$ cat src/design/dttf_pkg.sv
// ----------------------------------------------------------------------------
// dttf_pkg
// Shared constants, the field record type and the power-of-five table builder
// for the decimal text to binary float converter.
// ----------------------------------------------------------------------------
package dttf_pkg;

	localparam int CNT_BITS_DEF = 32;
	localparam int POW5_ENTRIES = 651;
	localparam int POW5_MIN_Q = -342;
	localparam int POW5_IDX_BITS = 10;
	localparam int Q_BITS = 12;

	localparam logic [1:0] ST_OK = 2'd0;
	localparam logic [1:0] ST_MALFORMED = 2'd1;
	localparam logic [1:0] ST_AMBIGUOUS = 2'd2;

	// double format
	localparam logic [5:0] F64_MANT = 6'd52;
	localparam logic [5:0] F64_SIGN = 6'd63;
	localparam logic [6:0] F64_SHBASE = 7'd9;
	localparam logic [63:0] F64_MASK = 64'h0000_0000_0000_01FF;
	localparam logic signed [12:0] F64_MIN_EXP = -13'sd1023;
	localparam logic [11:0] F64_INF = 12'h7FF;
	localparam logic signed [Q_BITS-1:0] F64_SMALL10 = -12'sd342;
	localparam logic signed [Q_BITS-1:0] F64_LARGE10 = 12'sd308;
	localparam logic signed [Q_BITS-1:0] F64_RTE_LO = -12'sd4;
	localparam logic signed [Q_BITS-1:0] F64_RTE_HI = 12'sd23;

	// single format
	localparam logic [5:0] F32_MANT = 6'd23;
	localparam logic [5:0] F32_SIGN = 6'd31;
	localparam logic [6:0] F32_SHBASE = 7'd38;
	localparam logic [63:0] F32_MASK = 64'h0000_003F_FFFF_FFFF;
	localparam logic signed [12:0] F32_MIN_EXP = -13'sd127;
	localparam logic [11:0] F32_INF = 12'h0FF;
	localparam logic signed [Q_BITS-1:0] F32_SMALL10 = -12'sd64;
	localparam logic signed [Q_BITS-1:0] F32_LARGE10 = 12'sd38;
	localparam logic signed [Q_BITS-1:0] F32_RTE_LO = -12'sd17;
	localparam logic signed [Q_BITS-1:0] F32_RTE_HI = 12'sd10;

	typedef struct packed {
		logic ok;
		logic neg;
		logic too;
		logic [63:0] w;
		logic signed [Q_BITS-1:0] q;
	} dttf_rec_t;

	typedef logic [127:0] pow5_rom_t [0:POW5_ENTRIES-1];

	function automatic int dttf_msb(input logic [2047:0] v);
		int t;
		t = 0;
		for (int i = 0; i < 2048; i++) begin
			if (v[i]) begin
				t = i;
			end
		end
		return t;
	endfunction

	function automatic logic [127:0] dttf_top128(input logic [2047:0] v);
		int t;
		logic [2047:0] s;
		t = dttf_msb(v);
		s = v << (2047 - t);
		return s[2047:1920];
	endfunction

	// top 128 bits of 5^q, and of a rounded-up reciprocal for negative q
	function automatic pow5_rom_t dttf_pow5_table();
		pow5_rom_t r;
		logic [2047:0] pw;
		logic [2047:0] d;
		logic [2047:0] rem;
		logic [2047:0] quo;
		int z;
		int b;
		pw = 2048'd1;
		for (int q = 0; q <= 308; q++) begin
			r[q - POW5_MIN_Q] = dttf_top128(pw);
			pw = pw + (pw << 2);
		end
		d = 2048'd1;
		for (int k = 1; k <= -POW5_MIN_Q; k++) begin
			d = d + (d << 2);
			z = dttf_msb(d) + 1;
			b = (k <= 27) ? z + 127 : 2 * z + 128;
			rem = '0;
			quo = '0;
			for (int i = b; i >= 0; i--) begin
				rem = rem << 1;
				if (i == b) begin
					rem[0] = 1'b1;
				end
				if (rem >= d) begin
					rem = rem - d;
					quo[i] = 1'b1;
				end
			end
			quo = quo + 2048'd1;
			r[-k - POW5_MIN_Q] = dttf_top128(quo);
		end
		return r;
	endfunction

endpackage

$ cat src/design/dttf_fifo.sv
// ----------------------------------------------------------------------------
// dttf_fifo
// Two-entry record queue between the byte scanner and the converter.
// ----------------------------------------------------------------------------
module dttf_fifo (
	input  logic                clk,
	input  logic                arst_n,
	input  logic                push_valid,
	output logic                push_ready,
	input  dttf_pkg::dttf_rec_t push_data,
	output logic                pop_valid,
	input  logic                pop_ready,
	output dttf_pkg::dttf_rec_t pop_data
);
	import dttf_pkg::*;

	dttf_rec_t mem_q [0:1];
	logic wp_q, rp_q;
	logic [1:0] cnt_q;
	logic push, pop;

	assign push_ready = (cnt_q != 2'd2);
	assign pop_valid = (cnt_q != 2'd0);
	assign pop_data = mem_q[rp_q];
	assign push = push_valid && push_ready;
	assign pop = pop_valid && pop_ready;

	always_ff @(posedge clk or negedge arst_n) begin
		if (!arst_n) begin
			wp_q <= 1'b0;
			rp_q <= 1'b0;
			cnt_q <= 2'd0;
		end else begin
			if (push) begin
				wp_q <= !wp_q;
			end
			if (pop) begin
				rp_q <= !rp_q;
			end
			if (push && !pop) begin
				cnt_q <= cnt_q + 2'd1;
			end else if (pop && !push) begin
				cnt_q <= cnt_q - 2'd1;
			end
		end
	end

	always_ff @(posedge clk) begin
		if (push) begin
			mem_q[wp_q] <= push_data;
		end
	end

endmodule

$ cat config.mk
export PLATFORM = sky130hd
export DESIGN_NAME = dttf_fifo
export DESIGN_NICKNAME = d
export VERILOG_FILES = /design/src/design/dttf_pkg.sv /design/src/design/dttf_fifo.sv
export SDC_FILE = /design/constraint.sdc
export NUM_CORES = 1
export LEC_CHECK = 0
export BUFFER_PORTS_ARGS = -buffer_cell sky130_fd_sc_hd__buf_2
export CAP_MARGIN = 20
export CORE_MARGIN = 10
export CORE_UTILIZATION = 47
export CTS_CLUSTER_DIAMETER = 60
export CTS_CLUSTER_SIZE = 20
export DETAILED_ROUTE_END_ITERATION = 10
export GPL_TIMING_DRIVEN = 0
export PLACE_DENSITY = 0.77
export SKIP_CTS_REPAIR_TIMING = 1
export SYNTH_ARGS = -nofsm -noshare
export SYNTH_HDL_FRONTEND = slang
export SYNTH_SLANG_ARGS = --single-unit
$ cat constraint.sdc
create_clock -name clk -period 4 [get_ports clk]
set_input_delay 0.8 -clock clk [delete_from_list [all_inputs] [get_ports clk]]
set_output_delay 0.8 -clock clk [all_outputs]
set_load 0.02 [all_outputs]
Yosys cells after proc, flatten, opt, wreduce, memory -nomap -nowiden
Memories as Yosys holds them, arrays and structs flattened.
Cells that the tools add are included.
{"block": "classes", "addsub": 2, "eq_ne": 1, "mux": 4, "n_reduce_logical": 10}
{"operator": "$logic_and 1x1->1", "count": 4}
{"operator": "$logic_not 1->1", "count": 4}
{"operator": "$mux 2", "count": 2}
{"operator": "$reduce_bool 2->1", "count": 2}
{"operator": "$add 2x1->2 const B", "count": 1}
{"operator": "$mux 1", "count": 2}
{"operator": "$ne 2x2->1 const B", "count": 1}
{"operator": "$sub 2x1->2 const B", "count": 1}
{"block": "word_totals", "register_bits": 4, "ramBits": 158, "in_bits": 83, "n_memories": 1}
{"name": "mem_q", "depth": 2, "width": 79, "rd": 1, "rd_clocked_by_memory_dff": 0, "wr": 1, "line_no": "dttf_fifo.sv:17", "text": "dttf_rec_t mem_q [0:1];"}

Logic depth before layout (Yosys ltp)
Gate-level depths: netlist (run 1).
{"block": "depth", "word_depth": 6, "depth_mapped": 7, "depth_no_buf": 7}

Worst setup path after synthesis (run 1)
OpenSTA, ideal clock, no wires.
{"block": "synth_timing", "path_kind": "in2reg", "start": "input push_valid", "end": "memory mem_q[0][0] (netlist name), enable pin", "arrival_ps": 4192, "required_time_ps": 3483, "setup_slack_ps": -709, "stages": 2, "path_buffers": 0, "cell_sequence": "nand2_1 nor2_1"}
{"block": "synth_via", "elab_chain_len": 3}
{"item": "start, declared", "line_no": "dttf_fifo.sv:8", "text": "input logic push_valid,"}
{"item": "$logic_and 1x1->1", "line_no": "dttf_fifo.sv:25", "text": "assign push = push_valid && push_ready;"}
{"item": "$mux 1", "line_no": "dttf_fifo.sv:49", "text": "if (push) begin"}
{"item": "$mux 1 (implied by the code)", "line_no": "dttf_fifo.sv:50", "text": "mem_q[wp_q] <= push_data;"}
{"item": "end, declared", "line_no": "dttf_fifo.sv:17"}
No other way between the ends.

==> impl_metrics.toml, run 1 <==
[status]
status = "complete, no violations"

[clock_network]
clk_latency_ns = 0.41
cts_buffer_depth = 2
cts_root_buffer = "clkbuf_16"
cts_tree = "yes"
cts_max_level = 4
numCtsBuffers = 17
clock-sinks = 162
clk_pin_slew_ns = 0.06

[yosys]
yosys_warnings = 0
syn_avg_cell_area_sq_um = 23.8
synth_area_sq_um = 6300
synth_area_leaders = "edfxtp_1 (75%), mux2_4 (19%), buf_12 (2.5%)"
synth_top_area_frac = 0.754
yosysUniqueCellTypes = 14
synth_top_cell_by_area = "edfxtp_1"
ys_seq_area_frac = 0.769
synth_nets = 348
netlist_instances = 264
ys_ff_latch = 162

[worst_setup_path]
critPathMaxFanout = 10
r2r_start = "cnt_q[0]"
crit_arrival_ns = 1.64
reg2regPathDepth = 4
required_ns = 3.20
reg2reg_slack_ns = 2.02
r2r-end = "mem_q[0][77]"
cp-start-kind = "register"
critPathCaptureType = "primary output"
path_class = "register to primary output"

[grt]
grt_pass1_wl_um = 17600
antenna_found_initial = 1
grt_use_total = 0.126
grt-ovfl-total = 0
grt_max_degree = 50
grt_pass1_vias = 3307

[placed_design]
place_congestion = 0.674
placedCellCount = 606
hpwl_um = 8220
io_buffer_count = 163

[cells_and_area]
nets = 533
final_common_cell = "buf_2"
layout_common_cells = "buf_2 (163), edfxtp_1 (158), mux2_4 (79)"
drive_gt1_frac = 0.610
area_growth_pct = 26.6
final_cells = 640

[routing]
ant_nets = 0
routedWlPerCell_um = 18.0
vias_per_cell = 4.73
wirelength_um = 11500
drc_errors = 0
drt_first_pass_iters = 6
first_iter_violations = 147
via_count = 3024

[timing]
finalCriticalPeriod_ns = 2.44
period_share = 0.609
hold_slack_ns = 0.188
slew_headroom = 0.449
fmax_mhz = 410
hold_violations = 0
slew_violations = 0
finalSetupViolCount = 0
tightestPinTransition_ns = 0.825
fin_worst_skew_ns = 0.00332
rsz0062_at_grt = "no"

[worst_hold_path]
min_path_type = "primary input to async pin"

[floorplanning]
core_area_sq_um = 13200
io_pins = 164
dieArea_sq_um = 18400
die_height_um = 136
start_util = 0.477
fp.dieW_um = 136
row_count = 42

[run]
drv_cap = 0

[pwr]
vdd_drop_max_v = 0.000390
p_leak_nw = 3.22
pwr_density_cell_nw_per_um2 = 788
[synthesized netlist by cell type]
library cell  count
nand2_1           2
inv_1             1
nand2b_1          1
dfrtp_1           4
nor2_1            2
buf_6             1
xor2_1            2
xnor2_1           3
edfxtp_1        158
ha_1              1
or2_1             1
and3_1            1
buf_12            8
mux2_4           79
[logic make-up (layout without fill, tap and decap cells)]
| kind of cell | count (synthesis) | in the layout | share of synthesized area |
|---|---|---|---|
| DFF | 162 | 162 | 0.769 |
| adders and majority gates | 1 | 1 | 0.00199 |
| buffers and inverters | 10 | 208 | 0.0278 |
| and+or+nand+nor | 7 | 7 | 0.00537 |
| muxes | 79 | 79 | 0.188 |
| other | 0 | 2 | 0 |
| xor gates and xnor gates | 5 | 5 | 0.00696 |
[state kept, by name, indices dropped and copies added, names as in the netlist]
| register | cells |
|---|---|
| mem_q | 158 |
| cnt_q | 2 |
| rp_q | 1 |
| wp_q | 1 |
[layer usage]
| metal | GRT usage | routed length [um] | vias to the layer above |
|---|---|---|---|
| met5 | 0 | 0 | - |
| met4 | 0.0484 | 144 | 0 |
| met3 | 0.0645 | 1050 | 11 |
| met2 | 0.212 | 5960 | 102 |
| met1 | 0.132 | 4340 | 1494 |
| li1 | - | - | 1417 |
[metrics by stage]
| step | total power [mW] | TNS, ns | util | setup WS, ns | cell area [sq um] |
|---|---|---|---|---|---|
| 2_1_floorplan | 4.21 | 0 | - | 0.617 | 6300 |
| 3_3_place_gp | 4.83 | -58.29 | 0.556 | -0.555 | 7330 |
| 3_5_place_dp | 4.88 | 0 | 0.562 | 1.67 | 7410 |
| 4_1_cts | 6.39 | 0 | 0.604 | 1.51 | 7970 |
| 5_1_grt | 6.59 | 0 | 0.604 | 1.50 | 7970 |
| 6_report | 6.28 | 0 | 0.604 | 1.56 | 7970 |
[worst max-delay path, stage by stage (launching register included)]
cell and delay (ns):
dfrtp_1 0.34, buf_6 0.22, buf_12 0.18, mux2_4 0.31
buf_2 0.16
[how the worst max path moves through the flow]
| stage | start | endpoint | slack (ns) | cells after the start |
|---|---|---|---|---|
| 3_3_place_gp | push_valid | mem_q[0][62] | -0.56 | 3 |
| 4_1_cts | rp_q | pop_data[69] | 1.51 | 4 |
| 2_1_floorplan | push_valid | mem_q[0][0] | 0.62 | 2 |
| 5_1_grt | rp_q | pop_data[69] | 1.50 | 4 |
| 3_5_place_dp | push_valid | mem_q[0][0] | 1.67 | 4 |
| 6_report | rp_q | pop_data[69] | 1.56 | 4 |
[where the power goes]
| part | internal [mW] | switching (mW) | leakage [nW] | total (mW) |
|---|---|---|---|---|
| registers | 2.32 | 0.100 | 1.51 | 2.42 |
| clock network | 0.907 | 0.584 | 0.258 | 1.49 |
| logic | 1.11 | 1.26 | 1.45 | 2.37 |
[cell type report]
| type | instances | area (sq um) |
|---|---|---|
| Buffer | 9 | 171 |
| Tap cell | 176 | 220 |
| Clock inverter | 12 | 116 |
| Fill cell | 987 | 5220 |
| Sequential cell | 162 | 4840 |
| Multi-Input combinational cell | 92 | 1290 |
| Inverter | 1 | 3.75 |
| Clock buffer | 20 | 437 |
| Timing Repair Buffer | 166 | 883 |
| Antenna cell | 2 | 5.00 |
(Power assumes the default switching activity.)
==> run 2, diff against run 1 <==
==> constraint.sdc (replaced) <==
create_clock -name clk -period 2.1 [get_ports clk]
set_input_delay 0.42 -clock clk [delete_from_list [all_inputs] [get_ports clk]]
set_output_delay 0.42 -clock clk [all_outputs]
set_load 0.02 [all_outputs]
==> impl_metrics.toml, run 2 (synthesis results as in run 1) <==
[pwr]
p_switching_mw = 3.74
seqPwrFrac = 0.388
p_comb_frac = 0.384
power.total_mw = 11.9
switching_share = 0.313
p_leak_nw = 3.23
p_int_mw = 8.19
vdd_drop_max_v = 0.00106
pwr_density_cell_nw_per_um2 = 1500
clock_power_share = 0.228

[cells_and_area]
final_common_cell = "buf_2"
layout_common_cells = "buf_2 (163), edfxtp_1 (158), mux2_4 (79)"
largest_register = "mem_q"
largest_reg_flops = 158
final_cells = 640
area_growth_pct = 26.6
nets = 534
reg_top3 = "mem_q (158), cnt_q (2)"
drive_gt1_frac = 0.611

[clock_network]
clk_latency_ns = 0.41
clk_pin_slew_ns = 0.06
cts_buffer_depth = 2
cts_tree = "yes"
cts_root_buffer = "clkbuf_16"
numCtsBuffers = 17
cts_max_level = 4
clock-sinks = 162

[worst_setup_path]
required_ns = 1.68
path_class = "register to primary output"
critPathCaptureType = "primary output"
cpLargestDelayFamily = "buffers and inverters"
cp-start-kind = "register"
crit_path_frequent_cell = "buf_12"
cp_slowest_cell = "dfrtp_1"
critPathMaxStageDelay_ns = 0.37
worst-path-buf-inv = 3
crit_arrival_ns = 1.61
critPathMaxFanout = 10
crit_path_cell_trace = "buf_12, buf_12, mux2_4, buf_2"

[routing]
via_count = 3032
drc_errors = 0
routedWlPerCell_um = 18.6
wirelength_um = 11900
drt_first_pass_iters = 4
first_iter_violations = 109
vias_per_cell = 4.74
ant_nets = 0

[timing]
slew_headroom = 0.453
tightestPinTransition_ns = 0.818
slew_violations = 0
rsz0062_at_grt = "yes"
finalCriticalPeriod_ns = 2.03
fin_worst_skew_ns = 0.0124
fmax_mhz = 494
finalSetupViolCount = 0
period_share = 0.965
hold_violations = 0
hold_slack_ns = 0.193
tns_ns = 0
fin_ws_ns = 0.0745

[run]
drv_cap = 0

[floorplanning]
io_pins = 164
row_count = 42
dieArea_sq_um = 18400
die_height_um = 136
fp.dieW_um = 136
start_util = 0.477
core_area_sq_um = 13200

[placed_design]
dp_slack_ns = 0.149
place_congestion = 0.690
hpwl_um = 8660
io_buffer_count = 163
placedCellCount = 606

[grt]
grt-ovfl-total = 0
antenna_found_initial = 2
grt_pass1_wl_um = 17900
grt_use_total = 0.130
grt_pass1_vias = 3307
grt_max_degree = 53

[status]
status = "complete, no violations"

[worst_hold_path]
min_path_type = "primary input to register"
run 2: cell count changes in the layout (fill, tap and decap cells not counted), sizes merged:
cell         previous run  this run
clkbuf                 20        24
clkinv                  6         5
bufinv                  2         1
clkinvlp                4         2
dlygate4sd3             0         1
diode                   2         1
run 2: layout make-up:
cell class | instances | area [sq um]
diodes | 1 | 2.50
plain buffers | 9 | 180
clock buffers | 24 | 452
clock inverters | 8 | 70.1
fillers | 988 | 5220
inverters | 1 | 3.75
multi-input cells | 92 | 1300
flip-flops and latches | 162 | 4840
well taps | 176 | 220
repair buffers | 167 | 893
run 2: power groups by stage:
stage	sequential [mW]	clock (mW)	combinational, mW
finish	4.63	2.73	4.58
global route	4.70	2.95	4.85
detailed placement	4.70	0	4.65
CTS	4.64	2.80	4.66
floorplan	4.65	0	3.37
global placement	4.69	0	4.48
run 2: worst paths after layout:
check / from / to / slack, ns / cells past startpoint
setup / recovery: rp_q / pop_data[70] / 0.07 / 4
hold / removal: push_data[61] / mem_q[0][61] / 0.19 / 1
setup reg to reg: cnt_q[0] / mem_q[0][0] / 0.17 / 4
hold reg to reg: cnt_q[0] / cnt_q[0] / 0.55 / 1
max in group asynchronous: arst_n / cnt_q[1] / 1.62 / 2
min in group asynchronous: arst_n / cnt_q[0] / 0.34 / 2
run 2: worst reg2reg max path, stage by stage (launching register included):
cell      delay, ns
dfrtp_1        0.41
nand2b_4       0.18
nand2_4        0.07
nor2_4         0.65
buf_12         0.30
run 2: per-stage QoR:
step                cell area [sq um]  utilization
floorplan                        6320            -
global placement                 7360        0.558
detailed placement               7430        0.563
CTS                              7950        0.603
global route                     7970        0.604
finish                           7970        0.604
run 2: per-layer routing:
metal | track usage | up-vias | wire [um]
li1 | - | 1419 | -
met1 | 0.138 | 1484 | 4540
met2 | 0.214 | 116 | 6140
met3 | 0.0631 | 11 | 1110
met4 | 0.0574 | 2 | 112
met5 | 0 | - | 13
