## src/design/dttf_pkg.sv

```systemverilog
// ----------------------------------------------------------------------------
// dttf_pkg
// Shared constants, the field record type and the power-of-five table builder
// for the decimal text to binary float converter.
// ----------------------------------------------------------------------------
package dttf_pkg;

	localparam int CNT_BITS_DEF = 32;
	localparam int POW5_ENTRIES = 651;
	localparam int POW5_MIN_Q = -342;
	localparam int POW5_IDX_BITS = 10;
	localparam int Q_BITS = 12;

	localparam logic [1:0] ST_OK = 2'd0;
	localparam logic [1:0] ST_MALFORMED = 2'd1;
	localparam logic [1:0] ST_AMBIGUOUS = 2'd2;

	// double format
	localparam logic [5:0] F64_MANT = 6'd52;
	localparam logic [5:0] F64_SIGN = 6'd63;
	localparam logic [6:0] F64_SHBASE = 7'd9;
	localparam logic [63:0] F64_MASK = 64'h0000_0000_0000_01FF;
	localparam logic signed [12:0] F64_MIN_EXP = -13'sd1023;
	localparam logic [11:0] F64_INF = 12'h7FF;
	localparam logic signed [Q_BITS-1:0] F64_SMALL10 = -12'sd342;
	localparam logic signed [Q_BITS-1:0] F64_LARGE10 = 12'sd308;
	localparam logic signed [Q_BITS-1:0] F64_RTE_LO = -12'sd4;
	localparam logic signed [Q_BITS-1:0] F64_RTE_HI = 12'sd23;

	// single format
	localparam logic [5:0] F32_MANT = 6'd23;
	localparam logic [5:0] F32_SIGN = 6'd31;
	localparam logic [6:0] F32_SHBASE = 7'd38;
	localparam logic [63:0] F32_MASK = 64'h0000_003F_FFFF_FFFF;
	localparam logic signed [12:0] F32_MIN_EXP = -13'sd127;
	localparam logic [11:0] F32_INF = 12'h0FF;
	localparam logic signed [Q_BITS-1:0] F32_SMALL10 = -12'sd64;
	localparam logic signed [Q_BITS-1:0] F32_LARGE10 = 12'sd38;
	localparam logic signed [Q_BITS-1:0] F32_RTE_LO = -12'sd17;
	localparam logic signed [Q_BITS-1:0] F32_RTE_HI = 12'sd10;

	typedef struct packed {
		logic ok;
		logic neg;
		logic too;
		logic [63:0] w;
		logic signed [Q_BITS-1:0] q;
	} dttf_rec_t;

	typedef logic [127:0] pow5_rom_t [0:POW5_ENTRIES-1];

	function automatic int dttf_msb(input logic [2047:0] v);
		int t;
		t = 0;
		for (int i = 0; i < 2048; i++) begin
			if (v[i]) begin
				t = i;
			end
		end
		return t;
	endfunction

	function automatic logic [127:0] dttf_top128(input logic [2047:0] v);
		int t;
		logic [2047:0] s;
		t = dttf_msb(v);
		s = v << (2047 - t);
		return s[2047:1920];
	endfunction

	// top 128 bits of 5^q, and of a rounded-up reciprocal for negative q
	function automatic pow5_rom_t dttf_pow5_table();
		pow5_rom_t r;
		logic [2047:0] pw;
		logic [2047:0] d;
		logic [2047:0] rem;
		logic [2047:0] quo;
		int z;
		int b;
		pw = 2048'd1;
		for (int q = 0; q <= 308; q++) begin
			r[q - POW5_MIN_Q] = dttf_top128(pw);
			pw = pw + (pw << 2);
		end
		d = 2048'd1;
		for (int k = 1; k <= -POW5_MIN_Q; k++) begin
			d = d + (d << 2);
			z = dttf_msb(d) + 1;
			b = (k <= 27) ? z + 127 : 2 * z + 128;
			rem = '0;
			quo = '0;
			for (int i = b; i >= 0; i--) begin
				rem = rem << 1;
				if (i == b) begin
					rem[0] = 1'b1;
				end
				if (rem >= d) begin
					rem = rem - d;
					quo[i] = 1'b1;
				end
			end
			quo = quo + 2048'd1;
			r[-k - POW5_MIN_Q] = dttf_top128(quo);
		end
		return r;
	endfunction

endpackage

```

## src/design/dttf_scan.sv

```systemverilog
// ----------------------------------------------------------------------------
// dttf_scan
// Byte scanner, one byte per cycle while in_ready is high: parses sign, digits,
// fraction and exponent and hands on each record (mantissa, decimal exponent).
// ----------------------------------------------------------------------------
module dttf_scan #(
	parameter int CNT_BITS = dttf_pkg::CNT_BITS_DEF
) (
	input  logic                clk,
	input  logic                arst_n,
	input  logic                in_valid,
	output logic                in_ready,
	input  logic [7:0]          char_code,
	input  logic                has_char,
	input  logic                last_char,
	output logic                rec_valid,
	input  logic                rec_ready,
	output dttf_pkg::dttf_rec_t rec
);
	import dttf_pkg::*;

	localparam int EXP_BITS = (CNT_BITS < 32) ? CNT_BITS : 32;

	localparam logic [2:0] PH_START = 3'd0;
	localparam logic [2:0] PH_SIGN = 3'd1;
	localparam logic [2:0] PH_INT = 3'd2;
	localparam logic [2:0] PH_FRAC = 3'd3;
	localparam logic [2:0] PH_EXP = 3'd4;
	localparam logic [2:0] PH_EXPSIGN = 3'd5;
	localparam logic [2:0] PH_EXPDIG = 3'd6;
	localparam logic [2:0] PH_BAD = 3'd7;

	localparam logic [7:0] CH_0 = 8'h30;
	localparam logic [7:0] CH_9 = 8'h39;
	localparam logic [7:0] CH_PLUS = 8'h2B;
	localparam logic [7:0] CH_MINUS = 8'h2D;
	localparam logic [7:0] CH_DOT = 8'h2E;
	localparam logic [7:0] CH_E_UP = 8'h45;
	localparam logic [7:0] CH_E_LO = 8'h65;

	localparam logic [63:0] TRUNC_LIMIT = 64'd1000000000000000000;
	localparam logic [35:0] EXP_LIMIT = 36'h010000000;
	localparam logic [15:0] SIG_MAX = 16'hFFFF;
	localparam logic [15:0] SIG_KEEP = 16'd19;
	localparam logic signed [CNT_BITS-1:0] SH_MAX = {1'b0, {(CNT_BITS-1){1'b1}}};
	localparam logic signed [CNT_BITS-1:0] SH_LOW = {1'b1, {(CNT_BITS-2){1'b0}}, 1'b1};
	localparam logic signed [65:0] LIM_POS = 66'sh01000000000000000;
	localparam logic signed [65:0] LIM_NEG = -66'sh01000000000000000;
	localparam logic signed [65:0] Q_HI = 66'sd2047;
	localparam logic signed [65:0] Q_LO = -66'sd2048;

	logic [2:0] phase_q, phase_n;
	logic neg_q, neg_n;
	logic [63:0] full_q, full_n;
	logic [63:0] trunc_q, trunc_n;
	logic [15:0] sig_q, sig_n;
	logic [CNT_BITS-1:0] dcnt_q, dcnt_n;
	logic [CNT_BITS-1:0] fcnt_q, fcnt_n;
	logic signed [CNT_BITS-1:0] shift_q, shift_n;
	logic [EXP_BITS-1:0] exp_q, exp_n;
	logic eneg_q, eneg_n;

	logic fin_v_s1, fin_ok_s1, fin_neg_s1, fin_too_s1, fin_eneg_s1;
	logic [63:0] fin_w_s1;
	logic [EXP_BITS-1:0] fin_exp_s1;
	logic [CNT_BITS-1:0] fin_frac_s1;
	logic signed [CNT_BITS-1:0] fin_shift_s1;

	logic is_dig, is_sign, is_e, take, take_frac, in_fire, ok_n;
	logic [3:0] dg;
	logic [35:0] ex36, exm36;

	logic signed [65:0] ex_w, fr_w, sh_w, q_w;

	always_comb begin
		is_dig = (char_code >= CH_0) && (char_code <= CH_9);
		is_sign = (char_code == CH_PLUS) || (char_code == CH_MINUS);
		is_e = (char_code == CH_E_UP) || (char_code == CH_E_LO);
		dg = is_dig ? char_code[3:0] : 4'd0;
		ex36 = {{(36-EXP_BITS){1'b0}}, exp_q};
		exm36 = (ex36 << 3) + (ex36 << 1) + {32'd0, dg};
		phase_n = phase_q;
		neg_n = neg_q;
		full_n = full_q;
		trunc_n = trunc_q;
		sig_n = sig_q;
		dcnt_n = dcnt_q;
		fcnt_n = fcnt_q;
		shift_n = shift_q;
		exp_n = exp_q;
		eneg_n = eneg_q;
		take = 1'b0;
		take_frac = 1'b0;
		if (has_char) begin
			case (phase_q)
				PH_START, PH_SIGN, PH_INT: begin
					if (is_dig) begin
						take = 1'b1;
						phase_n = PH_INT;
					end else if (phase_q == PH_START && is_sign) begin
						neg_n = (char_code == CH_MINUS);
						phase_n = PH_SIGN;
					end else if (char_code == CH_DOT) begin
						phase_n = PH_FRAC;
					end else if (is_e && dcnt_q != '0) begin
						phase_n = PH_EXP;
					end else begin
						phase_n = PH_BAD;
					end
				end
				PH_FRAC: begin
					if (is_dig) begin
						take = 1'b1;
						take_frac = 1'b1;
					end else if (is_e && dcnt_q != '0) begin
						phase_n = PH_EXP;
					end else begin
						phase_n = PH_BAD;
					end
				end
				PH_EXP, PH_EXPSIGN, PH_EXPDIG: begin
					if (is_dig) begin
						if (ex36 < EXP_LIMIT) begin
							exp_n = (|exm36[35:EXP_BITS]) ? '1 : exm36[EXP_BITS-1:0];
						end
						phase_n = PH_EXPDIG;
					end else if (phase_q == PH_EXP && is_sign) begin
						eneg_n = (char_code == CH_MINUS);
						phase_n = PH_EXPSIGN;
					end else begin
						phase_n = PH_BAD;
					end
				end
				default: begin
					phase_n = PH_BAD;
				end
			endcase
		end
		if (take) begin
			full_n = (full_q << 3) + (full_q << 1) + {60'd0, dg};
			dcnt_n = (dcnt_q != '1) ? dcnt_q + 1'b1 : dcnt_q;
			if (take_frac) begin
				fcnt_n = (fcnt_q != '1) ? fcnt_q + 1'b1 : fcnt_q;
			end
			if ((sig_q != 16'd0 || dg != 4'd0) && sig_q != SIG_MAX) begin
				sig_n = sig_q + 16'd1;
			end
			if (trunc_q < TRUNC_LIMIT) begin
				trunc_n = (trunc_q << 3) + (trunc_q << 1) + {60'd0, dg};
				if (take_frac && shift_q > SH_LOW) begin
					shift_n = shift_q - 1'b1;
				end
			end else if (!take_frac && shift_q < SH_MAX) begin
				shift_n = shift_q + 1'b1;
			end
		end
		ok_n = (phase_n == PH_INT || phase_n == PH_FRAC || phase_n == PH_EXPDIG) &&
			(dcnt_n != '0);
	end

	assign in_ready = !fin_v_s1 || rec_ready;
	assign in_fire = in_valid && in_ready;

	always_ff @(posedge clk or negedge arst_n) begin
		if (!arst_n) begin
			phase_q <= PH_START;
			neg_q <= 1'b0;
			full_q <= '0;
			trunc_q <= '0;
			sig_q <= '0;
			dcnt_q <= '0;
			fcnt_q <= '0;
			shift_q <= '0;
			exp_q <= '0;
			eneg_q <= 1'b0;
			fin_v_s1 <= 1'b0;
		end else begin
			if (in_fire) begin
				if (last_char) begin
					phase_q <= PH_START;
					neg_q <= 1'b0;
					full_q <= '0;
					trunc_q <= '0;
					sig_q <= '0;
					dcnt_q <= '0;
					fcnt_q <= '0;
					shift_q <= '0;
					exp_q <= '0;
					eneg_q <= 1'b0;
				end else begin
					phase_q <= phase_n;
					neg_q <= neg_n;
					full_q <= full_n;
					trunc_q <= trunc_n;
					sig_q <= sig_n;
					dcnt_q <= dcnt_n;
					fcnt_q <= fcnt_n;
					shift_q <= shift_n;
					exp_q <= exp_n;
					eneg_q <= eneg_n;
				end
			end
			if (in_fire && last_char) begin
				fin_v_s1 <= 1'b1;
			end else if (rec_ready) begin
				fin_v_s1 <= 1'b0;
			end
		end
	end

	always_ff @(posedge clk) begin
		if (in_fire && last_char) begin
			fin_ok_s1 <= ok_n;
			fin_neg_s1 <= neg_n;
			fin_too_s1 <= sig_n > SIG_KEEP;
			fin_w_s1 <= (sig_n > SIG_KEEP) ? trunc_n : full_n;
			fin_exp_s1 <= exp_n;
			fin_eneg_s1 <= eneg_n;
			fin_frac_s1 <= fcnt_n;
			fin_shift_s1 <= shift_n;
		end
	end

	// decimal exponent, saturated to the record's range
	always_comb begin
		ex_w = {{(66-EXP_BITS){1'b0}}, fin_exp_s1};
		if (fin_eneg_s1) begin
			ex_w = -ex_w;
		end
		fr_w = {{(66-CNT_BITS){1'b0}}, fin_frac_s1};
		if (fr_w > LIM_POS) begin
			fr_w = LIM_POS;
		end
		sh_w = {{(66-CNT_BITS){fin_shift_s1[CNT_BITS-1]}}, fin_shift_s1};
		if (sh_w > LIM_POS) begin
			sh_w = LIM_POS;
		end else if (sh_w < LIM_NEG) begin
			sh_w = LIM_NEG;
		end
		q_w = fin_too_s1 ? sh_w + ex_w : ex_w - fr_w;
		if (q_w > Q_HI) begin
			q_w = Q_HI;
		end else if (q_w < Q_LO) begin
			q_w = Q_LO;
		end
		rec.ok = fin_ok_s1;
		rec.neg = fin_neg_s1;
		rec.too = fin_too_s1;
		rec.w = fin_w_s1;
		rec.q = q_w[Q_BITS-1:0];
	end

	assign rec_valid = fin_v_s1;

endmodule

```

## config.mk

```make
export PLATFORM = sky130hd
export DESIGN_NAME = dttf_scan
export DESIGN_NICKNAME = d
export VERILOG_FILES = /design/src/design/dttf_pkg.sv /design/src/design/dttf_scan.sv
export SDC_FILE = /design/constraint.sdc
export NUM_CORES = 2
export LEC_CHECK = 0
export BUFFER_PORTS_ARGS = -buffer_cell sky130_fd_sc_hd__buf_2
export CORE_ASPECT_RATIO = 1.2
export CORE_MARGIN = 2
export CORE_UTILIZATION = 59
export DETAILED_ROUTE_END_ITERATION = 7
export PLACE_DENSITY = 0.88
export SKIP_CTS_REPAIR_TIMING = 1
export SLEW_MARGIN = 25
export SYNTH_ARGS = -nofsm -noshare
export SYNTH_HDL_FRONTEND = slang
export SYNTH_SLANG_ARGS = --single-unit
```

## constraint.sdc

```tcl
create_clock -name clk -period 7.19 [get_ports clk]
set_input_delay 0.3595 -clock clk [delete_from_list [all_inputs] [get_ports clk]]
set_output_delay 0.3595 -clock clk [all_outputs]
set_load 0.02 [all_outputs]
```

Word-level counts from Yosys, hierarchy flattened
Index checks and enable logic that the tools add are counted.

word-level totals
  flip-flop bits (word level) = 442
  input bits = 14
  output and inout bits = 81
  word-level logic and storage cells = 150

operators by class
  add/subtract/negate cells = 14
  $lt $le $gt $ge = 11
  eq/ne operators = 17
  muxes and demuxes = 61
  reduce and logical (&&, ||, !) cells = 28

operators by type and width
  cell                                                                                count
  32-bit two-way mux                                                                  18
  64-bit two-way mux                                                                  6
  66-bit two-way mux                                                                  4
  64-bit by 4-bit adder with 64-bit output                                            2
  64-bit adder                                                                        2
  32-bit by 1-bit adder with 32-bit output (second input constant)                    3
  66-bit adder                                                                        1
  66-bit by 12-bit greater-than comparator with 1-bit output (second input constant)  1
  66-bit by 12-bit < comparator with 1-bit output (second input constant)             1
  32-bit negator with 66-bit output                                                   1
  66-bit by 33-bit subtractor with 66-bit output                                      1
  64-bit by 60-bit < comparator with 1-bit output (second input constant)             1
  32-bit inequality test (second input constant)                                      2
  32-bit nonzero test                                                                 2
  32-bit by 62-bit greater-than comparator with 1-bit output (second input constant)  1
  32-bit by 61-bit < comparator with 1-bit output (second input constant)             1
  16-bit two-way mux                                                                  3
  35-bit by 33-bit adder with 36-bit output                                           1
  36-bit by 4-bit adder with 36-bit output                                            1
  32-bit greater-than comparator (second input constant)                              1
  32-bit by 29-bit < comparator with 1-bit output (second input constant)             1
  32-bit < comparator (second input constant)                                         1
  32-bit by 1-bit subtractor with 32-bit output (second input constant)               1
  8-bit by 6-bit equality test with 1-bit output (second input constant)              3
  24 further kinds                                                                    72

Logic depth before layout (Yosys ltp)
  depth after elaboration = 13
  depth in mapped cells = 28
  gate-level depth less buffers = 25

Least setup slack after synthesis
Ideal clock, no wire load.

  kind = register to output
  from = reg fin_frac_s1[3]
  to = out rec[10] (netlist name)
  arrival time = 6.581 ns
  required time = 6.831 ns
  path slack = 0.250 ns
  stages on the path, launching flop included = 28
  path buffers = 3
  path through = edfxtp_1 -> nor4_1 -> nand2_1 -> nor3_1 -> nand2b_1 -> nor4_1 -> nand2b_1 -> nor4_2 -> nand2_1 -> nor3b_1 -> clkbuf_1 -> ha_1 -> mux2_2 -> ha_1 -> clkbuf_1 -> a21o_1 -> a21o_1 -> a221o_1 -> a31oi_1 -> o211ai_1 -> o311a_1 -> o21ai_1 -> xnor2_1 -> and3_1 -> nand4_1 -> o41ai_2 -> buf_4 -> a21o_1

RTL lines
  what                      line              RTL
  start: declaration        dttf_scan.sv:66   logic [CNT_BITS-1:0] fin_frac_s1;
  start signal: assignment  dttf_scan.sv:219  fin_frac_s1 <= fcnt_n;
  end: declaration          dttf_scan.sv:18   output dttf_pkg::dttf_rec_t rec

==> qor.txt <==
vias in the first global route = 35140
largest net degree at the start of global routing = 171
PortBufs = 94
routed length per instance = 21.44 um
Setup CP Type = reg2out
Slew @ Worst Pin = 1.130 ns
CP startpoint kind = register
# nets final = 5011
P_sw = 2505 uW
Die H = 283.7 um
setup ws final = -0.06601 ns
FILL cells = 5212
failing checks = negative setup slack
routed vias/inst = 6.630
Core ar. = 64580 sq um
global router's overall resource usage = 0.3379
DIE AREA = 67260 sq um
worst hold path type = in2reg
boundary pin count = 95
CTS root buf = clkbuf_16
CTS max path bufs = 3
CP endpoint kind = output port
fin crit share = 1.009
EDFF count, synth = 164
Row Count = 102
synthesized netlist net count = 5031
unrepaired setup endpoints after global routing = yes
clock sinks = 442
clock skew = 0.03256 ns
Crit path arrival time = 6.90 ns
Combinational Power Share = 0.272
sw frac = 0.3386
Crit path top cell by count = buf_4
Ant. Diodes = 0
final-report setup violation count = 11
CTS tree = done
clock share of power = 0.339
Max IR drop VDD = 0.2300 mV
Worst EP required = 6.83 ns
final wirelength = 117400 um
internal power = 4893 uW
setup TNS = -0.5841 ns
CTS clk-pin slew, worst paths = 0.09 ns
worst r2r dst = fin_w_s1[61]$_DFFE_PP_
initial DRC count = 3552
total of max-cap violations = 0
ys async rst share = 0.6290
synthesized cell area = 38470 sq um
Final Wtd Congestion = 0.9814
Worst path max stage delay = 0.55 ns
commonest register cell after synthesis = dfrtp_1
Worst Reg-to-Reg Cells = 15
reg2reg setup slack = 1.63 ns
synth warn = 0
CTS H-tree lvls = 2
Placed Instances = 5361
drt first pass iters = 8
PD cells = 176.5 nW/um^2
CTS buffer count = 47
Final Hold Vio Count = 0
Post-Syn Instances = 4628
antenna violations before repair = 1
synthesized area per cell = 8.312 sq um
total number of vias = 36320
f_max = 137.8 MHz
Worst-Skew Late Latency = 0.62 ns
Final min period = 7.256 ns
area post-placement = 39650 sq um
Synth cell types = 94
cell leakage power = 0.01864 uW
Slowest cell on crit path = or4_4
Reg power frac = 0.389
Critical Path Sink = rec[3]
flops & latches, synth = 442
worst-path fanout max = 6
first-pass GRT wire length = 184500 um
r2r startpoint = full_q[0]$_DFFE_PN0P_
Layout area overhead = 8.964%
fin cells = 5478
GR Overflow Total = 0
Worst slew margin = 0.2396
die span in x = 237.1 um
crit path from = fin_frac_s1[0]$_DFFE_PP_
initial core utilization = 0.5957
DPL Wire Length = 84020 um
outcome = finished with violations
detailed-route DRC error count = 0
Tot Pwr = 7397 uW
antenna-violating nets left = 0
cell area after layout = 41920 sq um
share of cells above drive strength 1 = 0.08846
Slew Limit Fails = 0
post-synthesis sequential area ratio = 0.3089
## worst max-delay path: cells and delay by family (launching register included)
family / cells / cell delay (ns)
AO/OA/AOI/OAI: 10 / 1.99
XOR/XNOR: 2 / 0.39
AND/OR/NAND/NOR: 9 / 1.65
flip-flops: 1 / 0.46
adder cells (fa/ha/maj): 2 / 0.61
buffers and inverters: 7 / 1.15
## worst min path at each step
stage / from / to / slack, ns / depth (start not counted)
finish: has_char / phase_q[2]$_DFFE_PN0P_ / 0.21 / 3
global route: has_char / phase_q[2]$_DFFE_PN0P_ / 0.23 / 3
CTS: arst_n / dcnt_q[25]$_DFFE_PN0P_ / -0.29 / 1
detailed placement: arst_n / dcnt_q[25]$_DFFE_PN0P_ / 0.36 / 1
global placement: arst_n / dcnt_q[25]$_DFFE_PN0P_ / 0.35 / 1
floorplan: arst_n / dcnt_q[0]$_DFFE_PN0P_ / 0.06 / 0
## power by group through the flow
stage          Clock (uW)  Sequential [uW]  Combinational [uW]
2_1_floorplan           0             2920                1270
3_3_place_gp            0             2920                1840
3_5_place_dp            0             2920                1860
4_1_cts              2510             2870                1880
5_1_grt              2620             2890                2160
6_report             2510             2880                2010
## synth_stat cells, drive strengths merged, types with 40 or more instances
cell type | count | area [sq um]
buf | 42 | 201.5
edfxtp | 164 | 4925
inv | 95 | 356.6
nand2b | 46 | 287.8
and3 | 56 | 350.3
dfrtp | 278 | 6957
mux2i | 51 | 510.5
a21oi | 399 | 2001
o31ai | 52 | 395.4
a211oi | 43 | 342.8
nor4 | 49 | 312.8
a31oi | 76 | 481.7
ha | 382 | 4780
nor2 | 311 | 1170
xor2 | 124 | 1086
clkbuf | 233 | 875.8
o21ai | 463 | 2328
a21o | 160 | 1201
nor3 | 92 | 460.4
nand4 | 83 | 519.3
nand2 | 581 | 2181
xnor2 | 215 | 1891
a22o | 41 | 359.1
o21bai | 40 | 304.0
nand3 | 97 | 485.5
## layout make-up
class	count	area, sq um	area share
clock buffers	63	1309	0.03122
clock inverters	24	231.5	0.005522
inverters	97	369.1	0.008806
multi-input cells	3814	25650	0.6119
flip-flops and latches	442	11880	0.2835
well taps	832	1041	0.02484
repair buffers	206	1434	0.03421
## per-stage QoR
step | worst slack (ns) | hold WS [ns] | util
2_1_floorplan | 0.2495 | 0.06391 | -
3_3_place_gp | 0.2760 | 0.3473 | 0.6140
3_5_place_dp | 0.3038 | 0.3570 | 0.6140
4_1_cts | -0.3883 | -0.2928 | 0.6379
5_1_grt | -0.3622 | 0.2333 | 0.6491
6_report | -0.06601 | 0.2073 | 0.6491
## placed cells by master (no fill, tap or decap), types with 22 or more instances in the layout
| cell | Yosys | final |
|---|---|---|
| nand2_1 | 581 | 574 |
| o21ai_0 | 440 | 428 |
| a21oi_1 | 398 | 391 |
| ha_1 | 382 | 375 |
| nor2_1 | 310 | 304 |
| dfrtp_1 | 278 | 278 |
| xnor2_1 | 214 | 213 |
| edfxtp_1 | 164 | 164 |
| a21o_1 | 160 | 160 |
| xor2_1 | 124 | 122 |
| buf_4 | 5 | 107 |
| nand3_1 | 97 | 96 |
| inv_1 | 95 | 93 |
| nor3_1 | 92 | 86 |
| nand4_1 | 83 | 83 |
| buf_2 | 20 | 82 |
| a31oi_1 | 75 | 73 |
| and3_1 | 56 | 56 |
| o31ai_1 | 51 | 51 |
| mux2i_1 | 51 | 51 |
| clkbuf_16 | 0 | 49 |
| nand2b_1 | 46 | 43 |
| a22o_1 | 41 | 41 |
| nor4_1 | 48 | 39 |
| nor2b_1 | 39 | 39 |
| o21bai_1 | 39 | 39 |
| a211oi_1 | 39 | 37 |
| and2_1 | 37 | 36 |
| a21boi_0 | 29 | 29 |
| o21ai_1 | 20 | 28 |
| o21a_1 | 28 | 28 |
| or3_1 | 27 | 25 |
| o22ai_1 | 23 | 22 |
| a22oi_1 | 22 | 22 |
## flip-flops by register name, summed over array words and instances, names as in the netlist
signal and cells:
dcnt_q 32, eneg_q 1, exp_q 32, fcnt_q 32, fin_eneg_s1 1, fin_exp_s1 32
fin_frac_s1 32, fin_neg_s1 1, fin_ok_s1 1, fin_shift_s1 32, fin_too_s1 1, fin_w_s1 64
full_q 64, neg_q 1, phase_q 3, rec_valid 1, shift_q 32, sig_q 16
trunc_q 64
## cell families after synthesis
kind of cell / Yosys count / share of synthesized area
AO/OA/AOI/OAI: 1525 / 0.2481
XOR/XNOR: 339 / 0.07738
adder cells (fa/ha/maj): 389 / 0.1279
buffers and inverters: 372 / 0.03747
flip-flops: 442 / 0.3089
multiplexers: 62 / 0.01649
AND/OR/NAND/NOR: 1499 / 0.1837
## per-layer routing
metal	global-route usage	part of all wire
met1	0.3977	0.38
met5	0	0
met3	0.04339	0.065
met2	0.5841	0.49
met4	0.2118	0.069
Power figures use the tool's default switching activity.
